**config.mk**
```make
export PLATFORM = sky130hd
export DESIGN_NAME = mau_ctrl
export DESIGN_NICKNAME = d
export VERILOG_FILES = /design/src/design/mau_pkg.sv /design/src/design/mau_ctrl.sv
export SDC_FILE = /design/constraint.sdc
export NUM_CORES = 1
export LEC_CHECK = 0
export ABC_CLOCK_PERIOD_IN_PS = 1940
export BUFFER_PORTS_ARGS = -buffer_cell sky130_fd_sc_hd__buf_2
export CORE_UTILIZATION = 30
export CTS_CLUSTER_SIZE = 28
export DETAILED_ROUTE_END_ITERATION = 10
export RECOVER_POWER = 100
export SLEW_MARGIN = 20
export SYNTH_ARGS = -nofsm -noshare
export SYNTH_HDL_FRONTEND = slang
export SYNTH_SLANG_ARGS = --single-unit
export TNS_END_PERCENT = 5
```
**constraint.sdc**
```tcl
create_clock -name clk_i -period 1.94 [get_ports clk_i]
set_clock_uncertainty 0.15 [all_clocks]
set_input_delay 0 -clock clk_i [delete_from_list [all_inputs] [get_ports clk_i]]
set_output_delay 0 -clock clk_i [all_outputs]
set_load 0.02 [all_outputs]
```
**src/design/mau_pkg.sv**
```systemverilog
// Shared types and constants of the 256-bit modular arithmetic unit.
// No dependencies; every other file of the unit uses this package.
package mau_pkg;

  localparam int LIMB_W     = 64;
  localparam int LIMB_COUNT = 4;
  localparam int WORD_W     = LIMB_W * LIMB_COUNT;
  localparam int PROD_W     = 2 * WORD_W;
  localparam int CNT_W      = 10;
  localparam int OCNT_W     = 4;

  localparam logic [WORD_W-1:0] WORD_ONE   = WORD_W'(1);
  localparam logic [CNT_W-1:0]  STEPS_LONG = CNT_W'(PROD_W);
  localparam logic [CNT_W-1:0]  STEPS_SHORT = CNT_W'(WORD_W);
  localparam logic [OCNT_W-1:0] LIMBS_NARROW = OCNT_W'(LIMB_COUNT);
  localparam logic [OCNT_W-1:0] LIMBS_WIDE   = OCNT_W'(2 * LIMB_COUNT);

  localparam logic KIND_LOAD = 1'b0;
  localparam logic KIND_EXEC = 1'b1;
  localparam logic [3:0] OP_LAST_CODE = 4'd9;

  typedef enum logic [3:0] {
    OP_ADDMOD  = 4'd0,
    OP_SUBMOD  = 4'd1,
    OP_MULMOD  = 4'd2,
    OP_POWMOD  = 4'd3,
    OP_INVMOD  = 4'd4,
    OP_DIVMOD  = 4'd5,
    OP_GCD     = 4'd6,
    OP_MULWIDE = 4'd7,
    OP_ADD     = 4'd8,
    OP_SUB     = 4'd9
  } op_e;

  typedef enum logic [1:0] {
    ST_OK      = 2'd0,
    ST_NOINV   = 2'd1,
    ST_DIVZERO = 2'd2
  } status_e;

  typedef enum logic [3:0] {
    S_IDLE,
    S_DISPATCH,
    S_MUL,
    S_DIV,
    S_SUBM_B,
    S_SUB,
    S_FIX,
    S_INV_ROT,
    S_POW_CHECK,
    S_POW_SQ,
    S_INV_CHECK,
    S_INV_MUL,
    S_GCD_CHECK,
    S_RESULT
  } ctrl_state_e;

  typedef enum logic [3:0] {
    CMD_NONE,
    CMD_LOAD,
    CMD_INIT,
    CMD_DIVLOAD,
    CMD_DIVSTEP,
    CMD_MULLOAD,
    CMD_MULSTEP,
    CMD_R_TO_X,
    CMD_R_TO_Y,
    CMD_POW_SQ_DONE,
    CMD_EUCLID,
    CMD_SUB,
    CMD_FIX,
    CMD_INV_ROT,
    CMD_WRAP,
    CMD_RESULT
  } dp_cmd_e;

  typedef enum logic [2:0] {
    NUM_SUM,
    NUM_A,
    NUM_B,
    NUM_X,
    NUM_P
  } num_sel_e;

  typedef enum logic [1:0] {
    DEN_M,
    DEN_B,
    DEN_Y
  } den_sel_e;

  typedef enum logic [1:0] {
    MA_A,
    MA_X,
    MA_Y,
    MA_Q
  } ma_sel_e;

  typedef enum logic [1:0] {
    MB_B,
    MB_Y,
    MB_S2
  } mb_sel_e;

  typedef enum logic {
    SUB_XY,
    SUB_S1R
  } sub_sel_e;

  typedef struct packed {
    dp_cmd_e  cmd;
    op_e      op;
    num_sel_e num;
    den_sel_e den;
    ma_sel_e  ma;
    mb_sel_e  mb;
    sub_sel_e subsel;
    status_e  status;
    logic     zero;
  } dp_cmd_t;

  typedef struct packed {
    logic m_zero;
    logic m_one;
    logic b_zero;
    logic e_zero;
    logic e_lsb;
    logic y_zero;
    logic x_one;
    logic cnt_done;
    logic out_busy;
  } dp_sts_t;

endpackage

```
**src/design/mau_ctrl.sv**
```systemverilog
// Sequencing state machine of the modular arithmetic unit.
// Depends on mau_pkg; drives the datapath through dp_cmd_t and reads dp_sts_t.
module mau_ctrl (
  input  logic              clk_i,
  input  logic              rst_ni,
  input  logic              in_valid_i,
  input  logic              in_kind_i,
  input  logic [3:0]        in_operation_i,
  output logic              in_ready_o,
  input  mau_pkg::dp_sts_t  sts_i,
  output mau_pkg::dp_cmd_t  cmd_o
);
  import mau_pkg::*;

  ctrl_state_e state_q, state_d;
  op_e         op_q, op_d;
  logic        phase_q, phase_d;
  status_e     status_q, status_d;
  logic        zero_q, zero_d;
  logic        mod_op;

  // Operations that need a nonzero modulus.
  assign mod_op = (op_q == OP_ADDMOD) || (op_q == OP_SUBMOD) || (op_q == OP_MULMOD) ||
                  (op_q == OP_POWMOD) || (op_q == OP_INVMOD);

  always_ff @(posedge clk_i or negedge rst_ni) begin
    if (!rst_ni) begin
      state_q  <= S_IDLE;
      op_q     <= OP_ADDMOD;
      phase_q  <= 1'b0;
      status_q <= ST_OK;
      zero_q   <= 1'b0;
    end else begin
      state_q  <= state_d;
      op_q     <= op_d;
      phase_q  <= phase_d;
      status_q <= status_d;
      zero_q   <= zero_d;
    end
  end

  // Next state.
  always_comb begin
    state_d  = state_q;
    op_d     = op_q;
    phase_d  = phase_q;
    status_d = status_q;
    zero_d   = zero_q;
    case (state_q)
      S_IDLE: begin
        if (in_valid_i && (in_kind_i == KIND_EXEC) && (in_operation_i <= OP_LAST_CODE)) begin
          op_d     = op_e'(in_operation_i);
          status_d = ST_OK;
          zero_d   = 1'b0;
          phase_d  = 1'b0;
          state_d  = S_DISPATCH;
        end
      end
      S_DISPATCH: begin
        if (mod_op && sts_i.m_zero) begin
          status_d = ST_DIVZERO;
          zero_d   = 1'b1;
          state_d  = S_RESULT;
        end else begin
          case (op_q)
            OP_ADDMOD, OP_SUBMOD: state_d = S_DIV;
            OP_MULMOD, OP_MULWIDE: state_d = S_MUL;
            OP_POWMOD: begin
              if (sts_i.m_one) begin
                zero_d  = 1'b1;
                state_d = S_RESULT;
              end else begin
                state_d = S_POW_CHECK;
              end
            end
            OP_INVMOD: begin
              if (sts_i.m_one) begin
                zero_d  = 1'b1;
                state_d = S_RESULT;
              end else begin
                state_d = S_INV_CHECK;
              end
            end
            OP_DIVMOD: begin
              if (sts_i.b_zero) begin
                status_d = ST_DIVZERO;
                zero_d   = 1'b1;
                state_d  = S_RESULT;
              end else begin
                state_d = S_DIV;
              end
            end
            OP_GCD: state_d = S_GCD_CHECK;
            default: state_d = S_RESULT;
          endcase
        end
      end
      S_MUL: begin
        if (sts_i.cnt_done) begin
          state_d = (op_q == OP_MULWIDE) ? S_RESULT : S_DIV;
        end
      end
      S_DIV: begin
        if (sts_i.cnt_done) begin
          case (op_q)
            OP_SUBMOD: state_d = phase_q ? S_SUB : S_SUBM_B;
            OP_POWMOD: state_d = phase_q ? S_POW_CHECK : S_POW_SQ;
            OP_INVMOD: state_d = phase_q ? S_SUB : S_INV_MUL;
            OP_GCD:    state_d = S_GCD_CHECK;
            default:   state_d = S_RESULT;
          endcase
        end
      end
      S_SUBM_B: begin
        phase_d = 1'b1;
        state_d = S_DIV;
      end
      S_SUB: state_d = S_FIX;
      S_FIX: state_d = (op_q == OP_SUBMOD) ? S_RESULT : S_INV_ROT;
      S_INV_ROT: state_d = S_INV_CHECK;
      S_POW_CHECK: begin
        if (sts_i.e_zero) begin
          state_d = S_RESULT;
        end else if (sts_i.e_lsb) begin
          phase_d = 1'b0;
          state_d = S_MUL;
        end else begin
          state_d = S_POW_SQ;
        end
      end
      S_POW_SQ: begin
        phase_d = 1'b1;
        state_d = S_MUL;
      end
      S_INV_CHECK: begin
        if (sts_i.y_zero) begin
          status_d = sts_i.x_one ? ST_OK : ST_NOINV;
          zero_d   = !sts_i.x_one;
          state_d  = S_RESULT;
        end else begin
          phase_d = 1'b0;
          state_d = S_DIV;
        end
      end
      S_INV_MUL: begin
        phase_d = 1'b1;
        state_d = S_MUL;
      end
      S_GCD_CHECK: state_d = sts_i.y_zero ? S_RESULT : S_DIV;
      S_RESULT: begin
        if (!sts_i.out_busy) begin
          state_d = S_IDLE;
        end
      end
      default: state_d = S_IDLE;
    endcase
  end

  // Commands to the datapath.
  always_comb begin
    in_ready_o    = 1'b0;
    cmd_o.cmd     = CMD_NONE;
    cmd_o.op      = op_q;
    cmd_o.num     = NUM_P;
    cmd_o.den     = DEN_M;
    cmd_o.ma      = MA_A;
    cmd_o.mb      = MB_B;
    cmd_o.subsel  = (op_q == OP_SUBMOD) ? SUB_XY : SUB_S1R;
    cmd_o.status  = status_q;
    cmd_o.zero    = zero_q;
    case (state_q)
      S_IDLE: begin
        in_ready_o = 1'b1;
        if (in_valid_i && (in_kind_i == KIND_LOAD)) begin
          cmd_o.cmd = CMD_LOAD;
        end
      end
      S_DISPATCH: begin
        if (!(mod_op && sts_i.m_zero)) begin
          case (op_q)
            OP_ADDMOD: begin
              cmd_o.cmd = CMD_DIVLOAD;
              cmd_o.num = NUM_SUM;
            end
            OP_SUBMOD: begin
              cmd_o.cmd = CMD_DIVLOAD;
              cmd_o.num = NUM_A;
            end
            OP_MULMOD, OP_MULWIDE: cmd_o.cmd = CMD_MULLOAD;
            OP_POWMOD, OP_INVMOD: begin
              if (!sts_i.m_one) begin
                cmd_o.cmd = CMD_INIT;
              end
            end
            OP_DIVMOD: begin
              if (!sts_i.b_zero) begin
                cmd_o.cmd = CMD_DIVLOAD;
                cmd_o.num = NUM_A;
                cmd_o.den = DEN_B;
              end
            end
            OP_GCD: cmd_o.cmd = CMD_INIT;
            default: cmd_o.cmd = CMD_WRAP;
          endcase
        end
      end
      S_MUL: begin
        if (!sts_i.cnt_done) begin
          cmd_o.cmd = CMD_MULSTEP;
        end else if (op_q != OP_MULWIDE) begin
          cmd_o.cmd = CMD_DIVLOAD;
        end
      end
      S_DIV: begin
        if (!sts_i.cnt_done) begin
          cmd_o.cmd = CMD_DIVSTEP;
        end else begin
          case (op_q)
            OP_SUBMOD: cmd_o.cmd = phase_q ? CMD_R_TO_Y : CMD_R_TO_X;
            OP_POWMOD: cmd_o.cmd = phase_q ? CMD_POW_SQ_DONE : CMD_R_TO_X;
            OP_INVMOD: cmd_o.cmd = phase_q ? CMD_NONE : CMD_EUCLID;
            OP_GCD:    cmd_o.cmd = CMD_EUCLID;
            default:   cmd_o.cmd = CMD_NONE;
          endcase
        end
      end
      S_SUBM_B: begin
        cmd_o.cmd = CMD_DIVLOAD;
        cmd_o.num = NUM_B;
      end
      S_SUB:     cmd_o.cmd = CMD_SUB;
      S_FIX:     cmd_o.cmd = CMD_FIX;
      S_INV_ROT: cmd_o.cmd = CMD_INV_ROT;
      S_POW_CHECK: begin
        if (!sts_i.e_zero && sts_i.e_lsb) begin
          cmd_o.cmd = CMD_MULLOAD;
          cmd_o.ma  = MA_X;
          cmd_o.mb  = MB_Y;
        end
      end
      S_POW_SQ: begin
        cmd_o.cmd = CMD_MULLOAD;
        cmd_o.ma  = MA_Y;
        cmd_o.mb  = MB_Y;
      end
      S_INV_CHECK, S_GCD_CHECK: begin
        if (!sts_i.y_zero) begin
          cmd_o.cmd = CMD_DIVLOAD;
          cmd_o.num = NUM_X;
          cmd_o.den = DEN_Y;
        end
      end
      S_INV_MUL: begin
        cmd_o.cmd = CMD_MULLOAD;
        cmd_o.ma  = MA_Q;
        cmd_o.mb  = MB_S2;
      end
      S_RESULT: begin
        if (!sts_i.out_busy) begin
          cmd_o.cmd = CMD_RESULT;
        end
      end
      default: cmd_o.cmd = CMD_NONE;
    endcase
  end

endmodule

```
==> results of run 1 <==
layout by cell type, fill, tap and decap left out, types with 2 or more instances in the layout:
cell type,instances
a211oi_1,2
a21boi_0,2
a21oi_1,16
a221oi_1,2
a31oi_1,6
a41oi_1,4
and2_1,3
and3_1,3
and3b_1,2
buf_12,3
buf_2,25
buf_4,16
clkbuf_1,9
clkbuf_2,2
clkbuf_8,3
dfrtp_1,11
dlygate4sd3_1,6
inv_1,8
mux2_2,5
mux2i_1,2
nand2_1,21
nand2b_1,8
nand3_1,8
nand4_1,4
nor2_1,20
nor2b_1,8
nor3_1,3
o211ai_1,2
o21a_1,3
o21ai_0,22
o22ai_1,6
or3_1,4
kinds of logic (layout without fill, tap and decap cells):
logic type / count (synthesis) / in the layout / share of synthesized area, %
flip-flops: 12 / 12 / 18.9
multiplexers: 7 / 7 / 4.80
AND/OR/NAND/NOR: 98 / 98 / 33.6
buffers and inverters: 31 / 75 / 8.89
AO/OA/AOI/OAI: 80 / 80 / 33.3
XOR/XNOR: 1 / 1 / 0.551
path summary, 6_finish.rpt:
check | from | endpoint | depth (start not counted)
min | sts_i[0] | state_q[3] | 4
min in group asynchronous | rst_ni | state_q[2] | 2
max | state_q[2] | cmd_o[17] | 7
min reg2reg | status_q[0] | status_q[0] | 2
max reg2reg | state_q[1] | zero_q | 7
max in group asynchronous | rst_ni | op_q[2] | 2
cells in the mapped netlist, drive strengths merged (2+ instances only):
library cell,n,area [um^2]
a41oi,4,35.0
dfrtp,12,300
a21oi,17,85.1
buf,15,81.3
a21boi,2,15.0
o21ai,23,115
and2,4,25.0
nand3,9,50.1
nor3b,2,15.0
inv,9,33.8
o41ai,2,25.0
or3,4,25.0
and3,3,18.8
o21a,3,22.5
and3b,2,17.5
nand2b,9,56.3
mux2,5,56.3
a211oi,2,15.0
a221oi,2,17.5
nor2b,8,50.1
a32oi,2,17.5
nor2,20,75.1
mux2i,2,20.0
nor3,4,20.0
a31oi,7,58.8
clkbuf,7,26.3
nand2,21,78.8
or2,2,12.5
nand4,4,25.0
o211ai,2,15.0
o22ai,6,37.5
sequential cells by signal, indices dropped and copies added (netlist names):
name      cells
op_q          4
state_q       4
status_q      2
phase_q       1
zero_q        1
critical path: stages, from the launching register on:
cell and delay (ns):
dfrtp_1 0.40, buf_12 0.18, and4bb_2 0.29, nand3_1 0.13, o22ai_1 0.10, a221oi_1 0.32
nand3_1 0.12, buf_2 0.18
metrics by stage:
step / instances / hold WS, ns / setup TNS [ns]
after floorplan: 229 / -0.446 / -0.179
after global placement: 332 / -0.250 / 0
after detailed placement: 332 / -0.247 / 0
after CTS: 343 / 0.0328 / -0.656
after global routing: 343 / 0.108 / -1.44
final: 343 / 0.0657 / -0.635
per-layer routing:
metal | vias to the layer above | GRT usage, %
met2 | 69 | 29.7
met5 | - | 0
met3 | 6 | 3.75
li1 | 941 | -
met1 | 878 | 28.7
met4 | 0 | 4.61
power by group through the flow:
stage	Combinational [mW]	Sequential, mW	Clock, mW
floorplan	1.82	0.501	0
global placement	2.60	0.519	0
detailed placement	2.61	0.526	0
CTS	2.66	0.522	0.231
global route	2.97	0.546	0.244
finish	2.70	0.527	0.229
area by class of cell:
class	instances	area, um^2	share of cell area [%]
multi-input combinational	186	1180	56.9
timing repair buffer	63	428	20.7
sequential	12	302	14.6
tap	70	87.6	4.23
clock buffer	3	41.3	1.99
inverter	9	33.8	1.63
what timing repair did:
item                                   4_1_cts  5_1_grt
resized for setup                            4        6
pin swaps                                    1        2
hold buffers                                 6        0
setup buffers                                2        0
endpoints found under the hold margin       18        0
setup endpoints to repair                    6       11
==> metrics.md, run 1 <==
| Metric | Value |
|---|---|
| Tcrit/Tclk final | `109%` |
| Total GRT Usage | `19.6%` |
| RSZ-0062 raised after global routing | `yes` |
| Slew HR | `54.6%` |
| Crit path kind | `flop to primary output` |
| Clock Root Buffer | `clkbuf_8` |
| Vias in the first global route | `1704` |
| Initial Utilization | `31.1%` |
| Shortest period the worst path allows | `2.11 ns` |
| Critical Path AT | `1.96 ns` |
| Clk network pwr share | `6.6%` |
| Top Metal Used | `met4` |
| Final Setup Violations | `7` |
| Via count | `1894` |
| Fin nets | `292` |
| Clock buffer depth | `2` |
| Final core occ | `40.5%` |
| Post-DP Area | `1930 um^2` |
| Final routed DRC violation total | `0` |
| Min-delay worst type | `input port to flop` |
| Synth async-reset ratio | `100%` |
| Worst-path maximum fanout | `26` |
| Power share of the sequential group | `15.3%` |
| Post-synthesis register bit count | `12` |
| Register-to-register setup slack | `-0.03 ns` |
| Antenna violations before repair | `0` |
| Post-synth net total | `246` |
| Post-Syn Area | `1590 um^2` |
| M1 wire length | `2540 um` |
| Crit start category | `flop` |
| Clk slew on worst S/H paths | `0.05 ns` |
| Share of post-route cells with drive strength above 1 | `26.0%` |
| Fillcell total | `549` |
| RD Place Congestion | `0.870` |
| Die X | `74.8 um` |
| Hold Vio Cnt, Final | `0` |
| Vias per cell | `5.52` |
| Critical Path End Type | `primary output` |
| Std cell rows | `26` |
| Placement Setup Slack | `0.0737 ns` |
| Post-synth EDFFs | `0` |
| Avg Inst Size Synth | `6.94 um^2` |
| Length of routed met2 wiring | `2320 um` |
| Distinct cells, synth | `56` |
| Sequential cell area fraction in the yosys report | `18.9%` |
| Setup ws final | `-0.174 ns` |
| First DRT Iteration DRCs | `104` |
| Global-route wire length before repair | `8420 um` |
| Final instance area | `2070 um^2` |
| Ys flop type | `dfrtp_1` |
| Gate count after technology mapping | `229` |
| Total power | `3.45 mW` |
| Drt first pass iters | `4` |
| Port Buf Inserts | `38` |
| CTS tree | `done` |
| H-tree depth | `1` |
| Total gr overflow | `0` |
| CTS Buf Count | `3` |
| WL per Instance | `15.2 um` |
| Die area | `5600 um^2` |
| Logic pwr share | `78.1%` |
| Clock Sinks | `12` |
| Max Cap Viol | `0` |
| Failing checks | `negative setup slack` |
| Worst-margin pin slew | `0.682 ns` |
| Switching part of the total | `53.6%` |
| DP Wirelength | `3870 um` |
| Status | `complete, but fails checks` |
| Die H | `74.8 um` |
| WL met3 | `280 um` |
| Antenna Nets Post-Route | `0` |
| Fmax | `473 MHz` |
| Largest net degree at the start of global routing | `28` |
| Io pins | `39` |
| Leak | `0.850 nW` |
| Slew Limit Fails | `0` |
| Worst ir drop on vdd | `0.855 mV` |
| Internal power | `1.60 mW` |
| Synthesis-to-layout area growth | `30.2%` |
| Required time of the worst setup path | `1.79 ns` |
| Net Switching | `1.85 mW` |
| Skew-Pair Late Insertion Delay | `0.24 ns` |
| Pwr Density | `1670 nW/um^2` |
| Core Region | `5110 um^2` |
| Final wirelength | `5220 um` |
| Diodes inserted | `0` |
| Synth warn | `0` |
No activity file was read; power rests on OpenSTA's default activity.
==> run 2: changes to the inputs <==
--- a/config.mk
+++ b/config.mk
@@ -5,7 +5,7 @@
 export SDC_FILE = /design/constraint.sdc
 export NUM_CORES = 1
 export LEC_CHECK = 0
-export ABC_CLOCK_PERIOD_IN_PS = 1940
+export ABC_CLOCK_PERIOD_IN_PS = 2600
 export BUFFER_PORTS_ARGS = -buffer_cell sky130_fd_sc_hd__buf_2
 export CORE_UTILIZATION = 30
 export CTS_CLUSTER_SIZE = 28
==> constraint.sdc (replaced) <==
create_clock -name clk_i -period 2.6 [get_ports clk_i]
set_clock_uncertainty 0.15 [all_clocks]
set_input_delay 0 -clock clk_i [delete_from_list [all_inputs] [get_ports clk_i]]
set_output_delay 0 -clock clk_i [all_outputs]
set_load 0.01 [all_outputs]
==> run 2 against run 1 <==
The run now ends clean. Highest routed layer unchanged. Critical path type unchanged. Sequential cell count is the same. Power decreased by 37%. Die area stayed put. Combinational power is 44% lower.
==> metrics.md, run 2 (synthesis gave the netlist of run 1 again) <==
| Metric | Value |
|---|---|
| Synthesis-to-layout area growth | `17.7%` |
| Slew Limit Fails | `0 (unchanged)` |
| First DRT Iteration DRCs | `166 (+60%)` |
| Commonest non-fill, non-tap cells in the layout | `22 x o21ai_0, 22 x buf_2, 21 x nand2_1` |
| Skew-Pair Late Insertion Delay | `0.24 ns (about the same)` |
| Min-delay worst type | `input port to flop` |
| Port Buf Inserts | `38 (unchanged)` |
| Post-CTS resize count | `0 (-4)` |
| Drt first pass iters | `6 (+2)` |
| CTS tree | `done` |
| Diodes inserted | `0 (unchanged)` |
| Final instance area | `1870 um^2 (-9.6%)` |
| Largest net degree at the start of global routing | `20 (-29%)` |
| Post-DP Area | `1830 um^2 (-5.4%)` |
| Vias in the first global route | `1677 (-1.6%)` |
| RSZ-0062 raised after global routing | `no` |
| Status | `completed` |
| Global-route wire length before repair | `8350 um (-0.89%)` |
| Antenna violations before repair | `0 (unchanged)` |
| Critical Path End Type | `primary output` |
| Required time of the worst setup path | `2.45 ns (+0.66 ns)` |
| Die X | `74.8 um (unchanged)` |
| Antenna Nets Post-Route | `0 (unchanged)` |
| Clk slew on worst S/H paths | `0.05 ns (about the same)` |
| Pwr Density | `1160 nW/um^2 (-30%)` |
| Via count | `1851 (-2.3%)` |
| Worst-margin pin slew | `0.687 ns (+0.00499 ns)` |
| Die H | `74.8 um (unchanged)` |
| Fmax | `417 MHz` |
| CTS Buf Count | `3 (unchanged)` |
| Std cell rows | `26 (unchanged)` |
| Crit path kind | `flop to primary output` |
| Hold Vio Cnt, Final | `0 (unchanged)` |
| Top Registers | `op_q x4, state_q x4, status_q x2` |
| Tcrit/Tclk final | `92.3%` |
| Total GRT Usage | `19.4% (-0.17 points)` |
| Shortest period the worst path allows | `2.40 ns` |
| Slew HR | `54.2% (-0.33 points)` |
| Postcts setup bufs | `0 (-2)` |
| Io pins | `39 (unchanged)` |
| Final routed DRC violation total | `0 (unchanged)` |
| Worst-path maximum fanout | `17 (-35%)` |
| Total gr overflow | `0 (unchanged)` |
| Vias per cell | `5.56 (+0.66%)` |
| Final wirelength | `5090 um (-2.5%)` |
| Fin Setup TNS | `0 ns (+0.635 ns)` |
| Core Region | `5110 um^2 (unchanged)` |
| Critical Path AT | `2.25 ns (+0.29 ns)` |
| Clock buffer depth | `2 (unchanged)` |
| Crit start category | `flop` |
| Die area | `5600 um^2 (unchanged)` |
| DP Wirelength | `3870 um (about the same)` |
| Total power | `2.17 mW (-37%)` |
| RD Place Congestion | `0.917 (+5.5%)` |
| Initial Utilization | `31.1% (unchanged)` |
| Clock Sinks | `12 (unchanged)` |
| H-tree depth | `1 (unchanged)` |
| Share of post-route cells with drive strength above 1 | `15.6% (-10 points)` |
| Fin nets | `282 (-3.4%)` |
| Leak | `0.737 nW (-13%)` |
| Max Cap Viol | `0 (unchanged)` |
| WL per Instance | `15.3 um (+0.47%)` |
| Worst ir drop on vdd | `0.554 mV (-35%)` |
| Final Setup Violations | `0 (-7)` |
| Hold-fix buffers, CTS | `6 (unchanged)` |
| Clock Root Buffer | `clkbuf_8` |
[run 2: layout make-up]
class                      instances  area [um^2]
fill                             584         3240
tap                               70         87.6
inverter                           9         33.8
sequential                        12          300
multi-input combinational        186         1120
timing repair buffer              53          287
clock buffer                       3         41.3
[run 2: per-stage QoR]
stage | std cells | util (%) | setup WS (ns) | hold slack [ns]
5_1_grt | 333 | 36.6 | 0.0505 | 0.0800
2_1_floorplan | 229 | - | 0.795 | -0.446
4_1_cts | 333 | 37.8 | 0.264 | 0.0433
3_3_place_gp | 324 | 35.8 | 0.586 | -0.252
6_report | 333 | 36.6 | 0.200 | 0.0693
3_5_place_dp | 324 | 35.8 | 0.539 | -0.246
[run 2: report_power, final]
part	internal, mW	total [mW]	leakage [nW]	switching [mW]
Combinational	0.614	1.52	0.566	0.907
Sequential	0.272	0.480	0.150	0.207
Clock	0.102	0.169	0.0216	0.0670
[run 2: worst paths after layout]
| kind | from | to | slack [ns] | depth (start not counted) |
|---|---|---|---|---|
| setup / recovery | state_q[3] | cmd_o[10] | 0.20 | 6 |
| hold / removal | sts_i[0] | state_q[3] | 0.07 | 4 |
| setup reg to reg | state_q[0] | state_q[2] | 0.35 | 6 |
| hold reg to reg | status_q[1] | status_q[1] | 0.37 | 2 |
| max in group asynchronous | rst_ni | zero_q | 1.70 | 2 |
| min in group asynchronous | rst_ni | state_q[1] | 0.16 | 2 |
[run 2: metal layers]
layer	vias up	routed length [um]	GRT usage, %
met5	-	0	0
met4	0	81	4.19
met3	8	282	3.35
met2	76	2300	30.4
met1	851	2430	28.0
li1	916	-	-
[run 2: worst max-delay path, stage by stage, from the launching register on]
cell and delay, ns:
dfrtp_1 0.55, or4b_1 0.63, a31oi_2 0.34, nand3_2 0.12, a21oi_1 0.12, or2_1 0.10, clkbuf_1 0.14
